===== config.mk =====
export PLATFORM = sky130hd
export DESIGN_NAME = two_input_control_function
export DESIGN_NICKNAME = d
export VERILOG_FILES = /design/src/rtl/tic_pkg.sv /design/src/rtl/two_input_control_function.sv
export SDC_FILE = /design/constraint.sdc
export NUM_CORES = 2
export LEC_CHECK = 0
export BUFFER_PORTS_ARGS = -buffer_cell sky130_fd_sc_hd__buf_2
export CORE_MARGIN = 2
export CORE_UTILIZATION = 39
export CTS_BUF_LIST = sky130_fd_sc_hd__clkbuf_8
export DETAILED_ROUTE_END_ITERATION = 10
export PLACE_DENSITY = 0.53
export SLEW_MARGIN = 10
export SYNTH_ARGS = -nofsm -noshare
export SYNTH_HDL_FRONTEND = slang
export SYNTH_SLANG_ARGS = --single-unit
export TNS_END_PERCENT = 20

===== constraint.sdc =====
create_clock -name clk -period 12.35 [get_ports clk]
set_clock_uncertainty 0.15 [all_clocks]
set_input_delay 2.47 -clock clk [delete_from_list [all_inputs] [get_ports clk]]
set_output_delay 2.47 -clock clk [all_outputs]
set_load 0.03 [all_outputs]

===== src/rtl/tic_pkg.sv =====
// Package for the two-input control function: opcodes, microcode words and program ROM.
`default_nettype none

package tic_pkg;

  localparam int UAW = 5;
  localparam logic signed [10:0] LEAK_Q16 = 11'sd655;

  localparam logic [3:0] OP_NONE  = 4'd0;
  localparam logic [3:0] OP_SUM   = 4'd1;
  localparam logic [3:0] OP_DIFF  = 4'd2;
  localparam logic [3:0] OP_MUL   = 4'd3;
  localparam logic [3:0] OP_AVG   = 4'd4;
  localparam logic [3:0] OP_HAB   = 4'd5;
  localparam logic [3:0] OP_QUANT = 4'd6;
  localparam logic [3:0] OP_LPF   = 4'd7;
  localparam logic [3:0] OP_SMP   = 4'd8;
  localparam logic [3:0] OP_TRK   = 4'd9;
  localparam logic [3:0] OP_OR    = 4'd10;
  localparam logic [3:0] OP_MAX   = 4'd11;
  localparam logic [3:0] OP_MIN   = 4'd12;
  localparam logic [3:0] OP_WGT   = 4'd13;
  localparam logic [3:0] OP_ABSD  = 4'd14;

  typedef enum logic [4:0] {
    UO_ZERO, UO_ADD, UO_SUB, UO_MUL, UO_RND, UO_AVG, UO_HAB,
    UO_QMAG, UO_QSTP, UO_QCLB, UO_QBS, UO_QKT,
    UO_WDV3, UO_DLDS, UO_DSTEP, UO_DOUT, UO_CLIP,
    UO_LPD, UO_LPM, UO_LPU, UO_LPO,
    UO_SMP, UO_TRK, UO_OR, UO_MAX, UO_MIN, UO_WSUM, UO_ABSD,
    UO_CLR, UO_SAT
  } uop_t;

  typedef enum logic [1:0] {JK_NEXT, JK_GOTO, JK_MAGONE, JK_DLOOP} jmp_t;

  typedef struct packed {
    uop_t           uop;
    jmp_t           jmp;
    logic [UAW-1:0] tgt;
    logic           last;
  } ucw_t;

  localparam logic [UAW-1:0] ADR_SAT   = 5'd0;
  localparam logic [UAW-1:0] ADR_ZERO  = 5'd1;
  localparam logic [UAW-1:0] ADR_ADD   = 5'd2;
  localparam logic [UAW-1:0] ADR_SUB   = 5'd3;
  localparam logic [UAW-1:0] ADR_MUL   = 5'd4;
  localparam logic [UAW-1:0] ADR_AVG   = 5'd6;
  localparam logic [UAW-1:0] ADR_HAB   = 5'd7;
  localparam logic [UAW-1:0] ADR_QNT   = 5'd8;
  localparam logic [UAW-1:0] ADR_QDIV  = 5'd13;
  localparam logic [UAW-1:0] ADR_QCLB  = 5'd16;
  localparam logic [UAW-1:0] ADR_LPF   = 5'd17;
  localparam logic [UAW-1:0] ADR_SMP   = 5'd21;
  localparam logic [UAW-1:0] ADR_TRK   = 5'd22;
  localparam logic [UAW-1:0] ADR_OR    = 5'd23;
  localparam logic [UAW-1:0] ADR_MAX   = 5'd24;
  localparam logic [UAW-1:0] ADR_MIN   = 5'd25;
  localparam logic [UAW-1:0] ADR_WGT   = 5'd26;
  localparam logic [UAW-1:0] ADR_ABSD  = 5'd30;
  localparam logic [UAW-1:0] ADR_CLR   = 5'd31;

  function automatic ucw_t ucode(input logic [UAW-1:0] adr);
    ucw_t w;
    w = '{uop: UO_ZERO, jmp: JK_GOTO, tgt: ADR_SAT, last: 1'b0};
    case (adr)
      5'd0:  w = '{uop: UO_SAT,   jmp: JK_NEXT,   tgt: ADR_SAT,  last: 1'b1};
      5'd1:  w = '{uop: UO_ZERO,  jmp: JK_GOTO,   tgt: ADR_SAT,  last: 1'b0};
      5'd2:  w = '{uop: UO_ADD,   jmp: JK_GOTO,   tgt: ADR_SAT,  last: 1'b0};
      5'd3:  w = '{uop: UO_SUB,   jmp: JK_GOTO,   tgt: ADR_SAT,  last: 1'b0};
      5'd4:  w = '{uop: UO_MUL,   jmp: JK_NEXT,   tgt: ADR_SAT,  last: 1'b0};
      5'd5:  w = '{uop: UO_RND,   jmp: JK_GOTO,   tgt: ADR_SAT,  last: 1'b0};
      5'd6:  w = '{uop: UO_AVG,   jmp: JK_GOTO,   tgt: ADR_SAT,  last: 1'b0};
      5'd7:  w = '{uop: UO_HAB,   jmp: JK_GOTO,   tgt: ADR_SAT,  last: 1'b0};
      5'd8:  w = '{uop: UO_QMAG,  jmp: JK_NEXT,   tgt: ADR_SAT,  last: 1'b0};
      5'd9:  w = '{uop: UO_QSTP,  jmp: JK_MAGONE, tgt: ADR_QCLB, last: 1'b0};
      5'd10: w = '{uop: UO_QBS,   jmp: JK_NEXT,   tgt: ADR_SAT,  last: 1'b0};
      5'd11: w = '{uop: UO_QKT,   jmp: JK_NEXT,   tgt: ADR_SAT,  last: 1'b0};
      5'd12: w = '{uop: UO_DLDS,  jmp: JK_NEXT,   tgt: ADR_SAT,  last: 1'b0};
      5'd13: w = '{uop: UO_DSTEP, jmp: JK_DLOOP,  tgt: ADR_QDIV, last: 1'b0};
      5'd14: w = '{uop: UO_DOUT,  jmp: JK_NEXT,   tgt: ADR_SAT,  last: 1'b0};
      5'd15: w = '{uop: UO_CLIP,  jmp: JK_GOTO,   tgt: ADR_SAT,  last: 1'b0};
      5'd16: w = '{uop: UO_QCLB,  jmp: JK_GOTO,   tgt: ADR_SAT,  last: 1'b0};
      5'd17: w = '{uop: UO_LPD,   jmp: JK_NEXT,   tgt: ADR_SAT,  last: 1'b0};
      5'd18: w = '{uop: UO_LPM,   jmp: JK_NEXT,   tgt: ADR_SAT,  last: 1'b0};
      5'd19: w = '{uop: UO_LPU,   jmp: JK_NEXT,   tgt: ADR_SAT,  last: 1'b0};
      5'd20: w = '{uop: UO_LPO,   jmp: JK_GOTO,   tgt: ADR_SAT,  last: 1'b0};
      5'd21: w = '{uop: UO_SMP,   jmp: JK_GOTO,   tgt: ADR_SAT,  last: 1'b0};
      5'd22: w = '{uop: UO_TRK,   jmp: JK_GOTO,   tgt: ADR_SAT,  last: 1'b0};
      5'd23: w = '{uop: UO_OR,    jmp: JK_GOTO,   tgt: ADR_SAT,  last: 1'b0};
      5'd24: w = '{uop: UO_MAX,   jmp: JK_GOTO,   tgt: ADR_SAT,  last: 1'b0};
      5'd25: w = '{uop: UO_MIN,   jmp: JK_GOTO,   tgt: ADR_SAT,  last: 1'b0};
      5'd26: w = '{uop: UO_WSUM,  jmp: JK_NEXT,   tgt: ADR_SAT,  last: 1'b0};
      5'd27: w = '{uop: UO_WDV3,  jmp: JK_GOTO,   tgt: ADR_SAT,  last: 1'b0};
      5'd30: w = '{uop: UO_ABSD,  jmp: JK_GOTO,   tgt: ADR_SAT,  last: 1'b0};
      5'd31: w = '{uop: UO_CLR,   jmp: JK_GOTO,   tgt: ADR_SAT,  last: 1'b0};
      default: w = '{uop: UO_ZERO, jmp: JK_GOTO, tgt: ADR_SAT, last: 1'b0};
    endcase
    return w;
  endfunction

  function automatic logic [UAW-1:0] entry(input logic restart, input logic [3:0] op);
    logic [UAW-1:0] e;
    e = ADR_ZERO;
    if (restart) begin
      e = ADR_CLR;
    end else begin
      case (op)
        OP_NONE:  e = ADR_ZERO;
        OP_SUM:   e = ADR_ADD;
        OP_DIFF:  e = ADR_SUB;
        OP_MUL:   e = ADR_MUL;
        OP_AVG:   e = ADR_AVG;
        OP_HAB:   e = ADR_HAB;
        OP_QUANT: e = ADR_QNT;
        OP_LPF:   e = ADR_LPF;
        OP_SMP:   e = ADR_SMP;
        OP_TRK:   e = ADR_TRK;
        OP_OR:    e = ADR_OR;
        OP_MAX:   e = ADR_MAX;
        OP_MIN:   e = ADR_MIN;
        OP_WGT:   e = ADR_WGT;
        OP_ABSD:  e = ADR_ABSD;
        default:  e = ADR_ZERO;
      endcase
    end
    return e;
  endfunction

endpackage

`default_nettype wire


===== src/rtl/two_input_control_function.sv =====
// Two-input control function: microcoded sequencer over a small fixed-point datapath.
// Quantize skips the divide when |a| is one, else runs a radix-2 divider by the step count,
// one bit/cycle. One item at a time: input stalls while the sequencer is busy; the next
// input is taken while a result waits, but the final microstep holds until the output is free.
// Synchronous active-low reset clears operation, filter level, held sample and gate.
`default_nettype none

module two_input_control_function import tic_pkg::*; #(
  parameter int SIGNAL_WIDTH = 16,
  parameter int FILTER_WIDTH = 24
) (
  input  wire                           clk,
  input  wire                           rst_n,
  input  wire                           in_valid,
  output logic                          in_stall,
  input  wire                           in_action,
  input  wire signed [SIGNAL_WIDTH-1:0] in_a_value,
  input  wire signed [SIGNAL_WIDTH-1:0] in_b_value,
  output logic                          out_valid,
  input  wire                           out_stall,
  output logic signed [SIGNAL_WIDTH-1:0] out_result_value,
  input  wire                           cfg_wr_en,
  input  wire [3:0]                     cfg_wr_data
);

  localparam int W   = SIGNAL_WIDTH;
  localparam int FW  = FILTER_WIDTH;
  localparam int XW  = (2 * W + 2 > FW + 12) ? 2 * W + 2 : FW + 12;
  localparam int DVW = W + 4;
  localparam int CW  = $clog2(DVW + 1);
  localparam int F   = W - 2;
  localparam int UP  = (FW > W) ? FW - W : 0;
  localparam int DN  = (W > FW) ? W - FW : 0;
  localparam int UPM = (UP > 0) ? UP - 1 : 0;
  localparam int DNM = (DN > 0) ? DN - 1 : 0;
  localparam int MW  = W + 1;
  localparam int RK  = W + 2;
  localparam longint R3_L = ((longint'(1) << RK) + 2) / 3;

  localparam logic signed [XW-1:0] ONE_X   = {{(XW-1){1'b0}}, 1'b1} << F;
  localparam logic signed [XW-1:0] HALF_X  = {{(XW-1){1'b0}}, 1'b1} << (F - 1);
  localparam logic signed [XW-1:0] NONE_X  = -ONE_X;
  localparam logic signed [XW-1:0] SMAX_X  = {{(XW-W+1){1'b0}}, {(W-1){1'b1}}};
  localparam logic signed [XW-1:0] SMIN_X  = {{(XW-W+1){1'b1}}, {(W-1){1'b0}}};
  localparam logic signed [XW-1:0] QMASK_X = {{(XW-F){1'b1}}, {F{1'b0}}};
  localparam logic signed [XW-1:0] LPRND_X = {{(XW-16){1'b0}}, 1'b1, 15'b0};
  localparam logic signed [XW-1:0] TFRND_X =
    (DN > 0) ? ({{(XW-1){1'b0}}, 1'b1} << DNM) : '0;
  localparam logic signed [XW-1:0] FFRND_X =
    (UP > 0) ? ({{(XW-1){1'b0}}, 1'b1} << UPM) : '0;
  localparam logic signed [W-1:0]  ONE_W   = {{(W-1){1'b0}}, 1'b1} << F;
  localparam logic signed [W-1:0]  HALF_W  = {{(W-1){1'b0}}, 1'b1} << (F - 1);
  localparam logic signed [W-1:0]  NONE_W  = -ONE_W;
  localparam logic [CW-1:0]        DCNT    = CW'(DVW);
  localparam logic [CW-1:0]        DLAST   = CW'(1);
  // ceil(2^RK / 3): exact truncating divide by three for magnitudes below 2^(W+1)
  localparam logic [MW-1:0]        RECIP3  = MW'(R3_L);

  logic                  busy_r;
  logic [UAW-1:0]        upc_r, upc_nxt;
  logic [3:0]            op_r;
  logic                  out_valid_r;
  logic signed [W-1:0]   out_value_r;
  logic signed [FW-1:0]  level_r, level_nxt;
  logic signed [W-1:0]   held_r, held_nxt;
  logic signed [W-1:0]   pg_r, pg_nxt;

  logic signed [W-1:0]   a_r, b_r;
  logic signed [XW-1:0]  x_r, x_nxt;
  logic [4:0]            s_r, s_nxt;
  logic [DVW-1:0]        quo_r, quo_nxt;
  logic [4:0]            rem_r, rem_nxt;
  logic [4:0]            dvs_r, dvs_nxt;
  logic                  neg_r, neg_nxt;
  logic [CW-1:0]         cnt_r, cnt_nxt;

  ucw_t                  cw;
  logic                  out_free, step_en, accept, a_one, gate_hi, b_hi;
  logic signed [XW-1:0]  ax, bx, lx, tf, ff, xabs, qx, lpinc, sat_x, w3x;
  logic signed [2*W-1:0] ab_prod;
  logic signed [W+5:0]   bs_prod;
  logic [5:0]            dtry;
  logic [2*MW-1:0]       w3_prod;
  logic [W-1:0]          w3q;

  assign cw       = ucode(upc_r);
  assign out_free = !out_valid_r || !out_stall;
  assign step_en  = !cw.last || out_free;
  assign accept   = in_valid && !busy_r;
  assign in_stall = busy_r;
  assign out_valid = out_valid_r;
  assign out_result_value = out_value_r;

  assign ax      = XW'(a_r);
  assign bx      = XW'(b_r);
  assign lx      = XW'(level_r);
  assign a_one   = (a_r == ONE_W) || (a_r == NONE_W);
  assign gate_hi = a_r > HALF_W;
  assign b_hi    = b_r > HALF_W;
  assign ab_prod = a_r * b_r;
  assign bs_prod = b_r * $signed({1'b0, s_r});
  assign tf      = ((bx <<< UP) + TFRND_X) >>> DN;
  assign ff      = ((lx + FFRND_X) >>> UP) <<< DN;
  assign xabs    = x_r[XW-1] ? -x_r : x_r;
  assign qx      = $signed({{(XW-DVW){1'b0}}, quo_r});
  assign lpinc   = (x_r + LPRND_X) >>> 16;
  assign dtry    = {rem_r, quo_r[DVW-1]};
  assign sat_x   = (x_r > SMAX_X) ? SMAX_X : ((x_r < SMIN_X) ? SMIN_X : x_r);
  assign w3_prod = xabs[MW-1:0] * RECIP3;
  assign w3q     = w3_prod[2*MW-1:RK];
  assign w3x     = $signed({{(XW-W){1'b0}}, w3q});

  always_comb begin
    case (cw.jmp)
      JK_GOTO:   upc_nxt = cw.tgt;
      JK_MAGONE: upc_nxt = a_one ? cw.tgt : upc_r + 1'b1;
      JK_DLOOP:  upc_nxt = (cnt_r != DLAST) ? cw.tgt : upc_r + 1'b1;
      default:   upc_nxt = upc_r + 1'b1;
    endcase
  end

  always_comb begin
    x_nxt     = x_r;
    s_nxt     = s_r;
    quo_nxt   = quo_r;
    rem_nxt   = rem_r;
    dvs_nxt   = dvs_r;
    neg_nxt   = neg_r;
    cnt_nxt   = cnt_r;
    level_nxt = level_r;
    held_nxt  = held_r;
    pg_nxt    = pg_r;
    case (cw.uop)
      UO_ZERO: x_nxt = '0;
      UO_ADD:  x_nxt = ax + bx;
      UO_SUB:  x_nxt = ax - bx;
      UO_MUL:  x_nxt = XW'(ab_prod);
      UO_RND:  x_nxt = (x_r + HALF_X) >>> F;
      UO_AVG:  x_nxt = (ax + bx) >>> 1;
      UO_HAB:  x_nxt = (ax >>> 1) + bx;
      UO_QMAG: x_nxt = ax[XW-1] ? ((-ax) <<< 4) + ax : (ax <<< 4) - ax;
      UO_QSTP: s_nxt = x_r[F+4:F] + 5'd1;
      UO_QCLB: x_nxt = (bx > ONE_X) ? ONE_X : ((bx < NONE_X) ? NONE_X : bx);
      UO_QBS:  x_nxt = XW'(bs_prod);
      UO_QKT:  x_nxt = x_r[XW-1] ? -((-x_r) & QMASK_X) : (x_r & QMASK_X);
      UO_WDV3: x_nxt = x_r[XW-1] ? -w3x : w3x;
      UO_DLDS: begin
        quo_nxt = xabs[DVW-1:0];
        rem_nxt = '0;
        dvs_nxt = s_r;
        neg_nxt = x_r[XW-1];
        cnt_nxt = DCNT;
      end
      UO_DSTEP: begin
        cnt_nxt = cnt_r - 1'b1;
        if (dtry >= {1'b0, dvs_r}) begin
          rem_nxt = 5'(dtry - {1'b0, dvs_r});
          quo_nxt = {quo_r[DVW-2:0], 1'b1};
        end else begin
          rem_nxt = dtry[4:0];
          quo_nxt = {quo_r[DVW-2:0], 1'b0};
        end
      end
      UO_DOUT: x_nxt = neg_r ? -qx : qx;
      UO_CLIP: x_nxt = (x_r > ONE_X) ? ONE_X : ((x_r < NONE_X) ? NONE_X : x_r);
      UO_LPD:  x_nxt = tf - lx;
      UO_LPM:  x_nxt = XW'(x_r * LEAK_Q16);
      UO_LPU:  level_nxt = level_r + lpinc[FW-1:0];
      UO_LPO:  x_nxt = ff;
      UO_SMP: begin
        held_nxt = (gate_hi && (pg_r < HALF_W)) ? b_r : held_r;
        pg_nxt   = a_r;
        x_nxt    = XW'(held_nxt);
      end
      UO_TRK: begin
        held_nxt = gate_hi ? b_r : held_r;
        x_nxt    = XW'(held_nxt);
      end
      UO_OR:   x_nxt = (gate_hi || b_hi) ? ONE_X : '0;
      UO_MAX:  x_nxt = (ax > bx) ? ax : bx;
      UO_MIN:  x_nxt = (ax < bx) ? ax : bx;
      UO_WSUM: x_nxt = ax + (bx <<< 1);
      UO_ABSD: x_nxt = (ax > bx) ? ax - bx : bx - ax;
      UO_CLR: begin
        level_nxt = '0;
        held_nxt  = '0;
        pg_nxt    = '0;
        x_nxt     = '0;
      end
      UO_SAT:  x_nxt = x_r;
      default: x_nxt = '0;
    endcase
  end

  always_ff @(posedge clk) begin
    if (!rst_n) begin
      busy_r      <= 1'b0;
      upc_r       <= ADR_SAT;
      op_r        <= OP_NONE;
      out_valid_r <= 1'b0;
      level_r     <= '0;
      held_r      <= '0;
      pg_r        <= '0;
    end else begin
      if (cfg_wr_en) begin
        op_r <= cfg_wr_data;
      end
      if (busy_r && step_en && cw.last) begin
        out_valid_r <= 1'b1;
      end else if (out_valid_r && !out_stall) begin
        out_valid_r <= 1'b0;
      end
      if (accept) begin
        busy_r <= 1'b1;
        upc_r  <= entry(in_action, op_r);
      end else if (busy_r && step_en) begin
        level_r <= level_nxt;
        held_r  <= held_nxt;
        pg_r    <= pg_nxt;
        if (cw.last) begin
          busy_r <= 1'b0;
        end else begin
          upc_r <= upc_nxt;
        end
      end
    end
  end

  always_ff @(posedge clk) begin
    if (accept) begin
      a_r <= in_a_value;
      b_r <= in_b_value;
    end else if (busy_r && step_en) begin
      x_r   <= x_nxt;
      s_r   <= s_nxt;
      quo_r <= quo_nxt;
      rem_r <= rem_nxt;
      dvs_r <= dvs_nxt;
      neg_r <= neg_nxt;
      cnt_r <= cnt_nxt;
      if (cw.last) begin
        out_value_r <= sat_x[W-1:0];
      end
    end
  end

  a_accept_busy: assert property (@(posedge clk) disable iff (!rst_n)
    (in_valid && !in_stall) |=> busy_r)
    else $error("sequencer not started after input transfer");

  a_out_from_seq: assert property (@(posedge clk) disable iff (!rst_n)
    $rose(out_valid_r) |-> $past(busy_r && cw.last))
    else $error("result raised outside final microstep");

  a_clr_state: assert property (@(posedge clk) disable iff (!rst_n)
    (busy_r && upc_r == ADR_CLR) |=> (level_r == '0 && held_r == '0 && pg_r == '0))
    else $error("restart did not clear stored state");

  a_div_cnt: assert property (@(posedge clk) disable iff (!rst_n)
    (busy_r && cw.uop == UO_DSTEP) |-> (cnt_r != '0))
    else $error("divider stepped with empty count");

endmodule

`default_nettype wire


Yosys cells after proc, flatten, opt, wreduce, memory -nomap -nowiden

Memories as Yosys holds them, arrays and structs flattened. A register that Yosys moved wholly into a read port is not among the register bits.
Cells that the tools add are included.

Add/sub/neg operators: 21
Multiply operators: 4
Magnitude comparators: 12
Equality and inequality tests: 38
Multiplexer cells: 41
Bitwise operators: 2
Reductions and logical operators: 32

Operator list:

| cell                   | count |
|---|---|
| $pmux 36 s24           | 1 |
| $mux 36                | 11 |
| $gt 36x16->1 const B   | 2 |
| $neg 36->36            | 2 |
| $eq 5x5->1 const B     | 14 |
| $mux 16                | 3 |
| $pmux 16 s3            | 1 |
| $pmux 24 s2            | 1 |
| $mux 5                 | 9 |
| $eq 5x4->1 const B     | 8 |
| $pmux 20 s2            | 1 |
| $add 36x15->36 const B | 1 |
| $add 36x16->36         | 1 |
| $add 36x17->36 const B | 1 |
| $lt 36x15->1 const B   | 1 |
| $lt 36x16->1 const B   | 1 |
| $mul 36x11->36 const B | 1 |
| $neg 16->36            | 1 |
| $neg 20->36            | 1 |
| $sub 16x16->17         | 2 |
| $mul 17x16->33 const B | 1 |
| $gt 16x15->1 const B   | 2 |
| $lt 16x15->1 const B   | 2 |
| $mul 16x16->32         | 1 |
| other kinds (45)       | 81 |

Register bits: 192
Bits in read-only memories: 464
Input bits: 42
Output and inout bits: 18
Logic and storage cells: 170
Memories kept: 2

Memories:

| name            | depth | bits a word | rd ports | clocked after Yosys merged registers in | write ports | RTL line       | RTL |
|---|---|---|---|---|---|---|---|
| (no name shown) | 32    | 12          | 1        | 1                                       | 0           | tic_pkg.sv:66  | `case (adr)` |
| (no name shown) | 16    | 5           | 1        | 1                                       | 0           | tic_pkg.sv:108 | `case (op)` |

Longest topological paths before layout

Depth in word-level cells: 9
Mapped depth: 38
Mapped depth without buffers: 37

Least setup slack after synthesis

No wires, ideal clock.

Path kind: reg2reg
From: reg x_r[35]
To: reg x_r[15], data pin
Setup time: 280 ps
Arrival time: 9,299 ps
Path slack: 2,622 ps
Cell stages (with the launch flop): 36
Period minus slack after synthesis: 9,728 ps
Cell sequence: edfxtp_1 -> buf_1 -> clkbuf_1 -> clkbuf_1 -> clkbuf_1 -> nand2_1 -> xnor2_1 -> inv_1 -> ha_1 -> ha_1 -> inv_1 -> fa_1 -> fa_1 -> fa_1 -> fa_1 -> inv_1 -> ha_1 -> clkbuf_1 -> and4_1 -> nand3_1 -> or3_1 -> nor4_1 -> o21ai_0 -> nor2b_1 -> xnor2_1 -> nor4_1 -> and3_1 -> ha_1 -> a32oi_1 -> o211ai_1 -> a2111oi_0 -> o221ai_1 -> a211oi_1 -> o2111ai_1 -> a2111oi_0 -> nand4_1

Longest elaborated chain between the ends: 5
Elaborated cells between the ends (all ways): 7

RTL lines:

| what                   | RTL line                          | RTL |
|---|---|---|
| from (decl)            | two_input_control_function.sv:69  | `logic signed [XW-1:0] x_r, x_nxt;` |
| from (signal assigned) | two_input_control_function.sv:234 | `x_r <= x_nxt;` |
| $mux 20                | two_input_control_function.sv:104 | `assign xabs = x_r[XW-1] ? -x_r : x_r;` |
| $mul 17x16->33         | two_input_control_function.sv:109 | `assign w3_prod = xabs[MW-1:0] * RECIP3;` |
| $neg 16->36            | two_input_control_function.sv:146 | `UO_WDV3: x_nxt = x_r[XW-1] ? -w3x : w3x;` |
| $mux 36                | two_input_control_function.sv:146 |  |
| $pmux 36 s24 (*)       | two_input_control_function.sv:133 | `case (cw.uop)` |

Mark *: on every way between the ends. The rest lies on a longest branch, timed or not.
A chain may end at the register's enable or synchronous reset.

Worst setup path in the final report

From: reg x_r[0]
To: reg x_r[15], data pin

Longest elaborated chain between the ends: 6
Elaborated cells between the ends (all ways): 12

RTL lines:

| what             | RTL line                          | RTL |
|---|---|---|
| $neg 36->36      | two_input_control_function.sv:145 | `UO_QKT: x_nxt = x_r[XW-1] ? -((-x_r) & QMASK_X) : (x_r & QMASK_X);` |
| $mux 20          | two_input_control_function.sv:104 |  |
| $mul 17x16->33   | two_input_control_function.sv:109 |  |
| $neg 16->36      | two_input_control_function.sv:146 |  |
| $mux 36          | two_input_control_function.sv:146 |  |
| $pmux 36 s24 (*) | two_input_control_function.sv:133 |  |

Mark *: on every way between the ends. The rest lies on a longest branch, timed or not. The select of a mux whose other input is x is not followed.

==> results.txt <==
----------------------------------------------------
[Logic synthesis]
  Number of enable flip-flop cells after synthesis ... 125
  Number of warnings issued by yosys ... 0
  Synthesized flop and latch total ... 194
  Async set-or-reset flop fraction in the synthesized netlist ... 0%
  Gate count after technology mapping ... 5406
  Cells taking the most area after synthesis ... fa_1 (23%), ha_1 (17%), edfxtp_1 (8.3%), inv_1 (7.3%), xnor2_1 (5.8%)
  Post-Synthesis Cell Area ... 45420 sq um
  Post-synth top area cell ... fa_1
  Distinct cell type count after synthesis ... 88
  Fraction of the yosys area taken by sequential cells ... 11.31%
  Predominant post-synthesis flop cell ... edfxtp_1
  Area fraction of the dominant cell type after synthesis ... 22.75%
  Synthesized area per cell ... 8.401 sq um
  Syn_nets ... 6566

[Timing]
  Max-slew violations ... 0
  Tightest slew margin relative to the limit ... roughly 22%
  Transition at the pin with the smallest max-transition slack ... 1158 ps
  Final critical delay including setup and external delays ... 11510 ps
  Setup repair after global routing missed its margin ... no
  Fin crit share ... 93.23%
  Count of final hold-check violations ... 0
  Maximum clock frequency ... 86.86 MHz
  Number of endpoints failing setup at the final stage ... 0
  Total negative setup slack ... 0 ps

[Worst hold path]
  Worst hold path type ... reg -> reg

[Critical path]
  Cell depth of the worst flop-to-flop path ... 34
  Data required time at the worst endpoint ... 12640 ps
  Type of the worst setup path ... reg -> reg
  WP data arrival ... 11800 ps
  Startpoint of the worst setup timing path ... x_r[0]
  Internal reg-to-reg setup slack ... 840 ps
  Kind of capture point of the worst setup path ... flip-flop
  Worst r2r src ... x_r[0]
  Type of element launching the critical path ... flip-flop
  Critical Path Most Common Cell ... ha_1
  Largest incremental delay on the critical path ... 780 ps
  Worst setup path endpoint ... x_r[15]
  Crit Reg-Reg Endpoint ... x_r[15]
  Maximum fanout encountered on the critical timing path ... 14
  Crit path max-delay cell type ... edfxtp_1

[Die]
  Area of the core ... 115900 sq um
  Floorplan die area ... 119200 sq um
  Initial cell density of the core ... 39.19%
  Die Width ... 345.3 microns
  Number of top-level design ports ... 60
  Die Height ... ~350 microns
  Num rows ... 125

[Route]
  Per-cell routed wire length ... 25.43 microns
  Total number of vias ... 39887
  Routed length on met2 ... 76.65 mm
  Antenna viol nets, final ... 0
  Per-cell via count in the routed design ... 5.757
  Final Routed Wirelength ... 176.2 mm
  Number of optimization iterations in the first detailed-route pass ... 9
  Detailed route wirelength on metal3 ... 14.20 mm
  # DRC ... 1
  Top routing layer in use ... met4
  First-iteration detailed-routing DRC count ... about 4000
  Met1 Routed Length ... 76.16 mm

[Cells and area]
  Total area of multi-input combinational cells ... 36260 sq um
  Net total in the final layout ... roughly 6500
  Number of filler instances in the final layout ... 11913
  Area growth, synth to finish ... 5.777%
  Ratio of cells with drive above 1 in the final layout ... 4.574%
  Final Core Density ... 41.45%
  Post-Layout Inst Area ... 48040 sq um
  Footprint of the flip-flops and latches ... about 5100 sq um

[Flow run]
  Max_cap viols ... 0

[Run status]
  Violated checks ... design-rule violations
  Status ... complete, but fails checks

[Clock network]
  Bufs on Longest Clock Path ... 2
  Clock latency on the worst-skew pair ... 710 ps
  Number of hold-repair buffers added at the cts stage ... 0
  Number of clock sinks ... around 190
  Number of buffers added by the clock tree synthesis step ... 17
  Clock tree from TritonCTS ... built
  Root buffer cell ... clkbuf_8
  CTS H-tree depth ... 4
  Clock-pin transition on the worst setup and hold timing paths ... 140 ps

[Global routing]
  Via count of the first global-routing pass ... a little under 40000
  Total GRT Usage ... 29.57%
  Global-route wire length before repair ... 262.5 mm
  Antenna violations before repair ... 9
  GRT overflow ... 0
  Maximum number of pins on one net before global-route repair ... between 80 and 90

[Place]
  Final weighted congestion of routability-driven global placement ... ~1.0
  Detailed placement HPWL ... between 100 and 150 mm
  Count of buffers from port buffering ... between 50 and 60
  Placed standard-cell area ... 47630 sq um

----------------------------------------------------
## repair_timing
action / CTS / global route
resized for setup: 0 / 1
endpoints found under the setup margin: 0 / 1
buffers inserted: 0 / 0
## synthesized netlist by cell type (all sizes together) (69+ instances only)
| library cell | instances |
|---|---|
| and2 | 103 |
| clkbuf | 153 |
| fa | 516 |
| o21ai | 199 |
| xor2 | 101 |
| a21oi | 290 |
| nor3 | 84 |
| nor2 | 512 |
| edfxtp | 125 |
| nor2b | 69 |
| o22ai | 77 |
| dfxtp | 69 |
| xnor2 | 299 |
| inv | 879 |
| a21o | 103 |
| ha | 602 |
| nand2 | 300 |
| nand3 | 90 |
## worst min path at each step
stage | from | slack (ps) | to | cells after the start
final | op_r[1] | 380 | op_r[1] | 2
after global routing | op_r[1] | 420 | op_r[1] | 2
after CTS | out_valid | 390 | out_valid | 2
after detailed placement | op_r[1] | 350 | op_r[1] | 2
after global placement | op_r[1] | 350 | op_r[1] | 2
after floorplan | op_r[1] | 330 | op_r[1] | 2
## through the flow
step,setup slack [ps],hold WS [ps],std cells
floorplan,2622,328.9,5406
global placement,1347,351.5,6892
detailed placement,848.9,352.7,6892
CTS,803.9,388.3,6924
global route,194.2,416.9,6926
finish,836.7,381.9,6928
## worst max-delay path, delay by kind of cell, from the launching register on
| kind | cells | cell delay [ps] |
|---|---|---|
| adder cells (fa/ha/maj) | 9 | 3690 |
| AO/OA/AOI/OAI | 13 | 3500 |
| AND/OR/NAND/NOR | 7 | 2110 |
| flip-flops | 1 | 780 |
| XOR/XNOR | 1 | 590 |
| buffers and inverters | 4 | 430 |
## per-layer routing
layer,vias to the layer above,GRT usage (%)
li1,18170,-
met1,19737,40.57
met4,0,13.44
met3,300,5.207
met2,1680,45.40
met5,-,0
## kinds of logic (layout without fill, tap and decap cells)
group,count (synthesis),after routing,synth area share (%)
other cells,0,4,0
compound gates,1104,1104,15.84
mux,66,66,1.490
xor+xnor,400,400,7.714
flops,194,194,11.31
fa+ha+maj,1118,1118,39.33
buf+inv,1078,1072,8.929
simple gates,1446,1446,15.39
## layout by cell type, fill, tap and decap left out, drive strengths merged, types with 125 or more instances in the layout
cell / count
nand2: 300
nor2: 512
o21ai: 199
edfxtp: 125
xnor2: 299
fa: 516
ha: 602
buf: 152
a21oi: 290
inv: 887
## flip-flops by register name, summed over array words and instances, names as in the netlist, 10 cells and up, named ones only
signal and flops:
x_r 36, level_r 24, quo_r 20, a_r 16, b_r 16, held_r 16, out_result_value 16, cw 10
## final cells by class
cell class                      instances  area share [%]
Antenna cell                            4         0.02084
Tap cell                             1524           3.969
Multi-Input combinational cell       4134           75.49
Sequential cell                       194           10.69
Clock buffer                           18          0.5157
Clock inverter                         14          0.3099
Inverter                              888           6.938
Timing Repair Buffer                  152           2.068
Power is not shown: default switching activity piles up to over one toggle a cycle in this logic, so the estimate is an artifact.
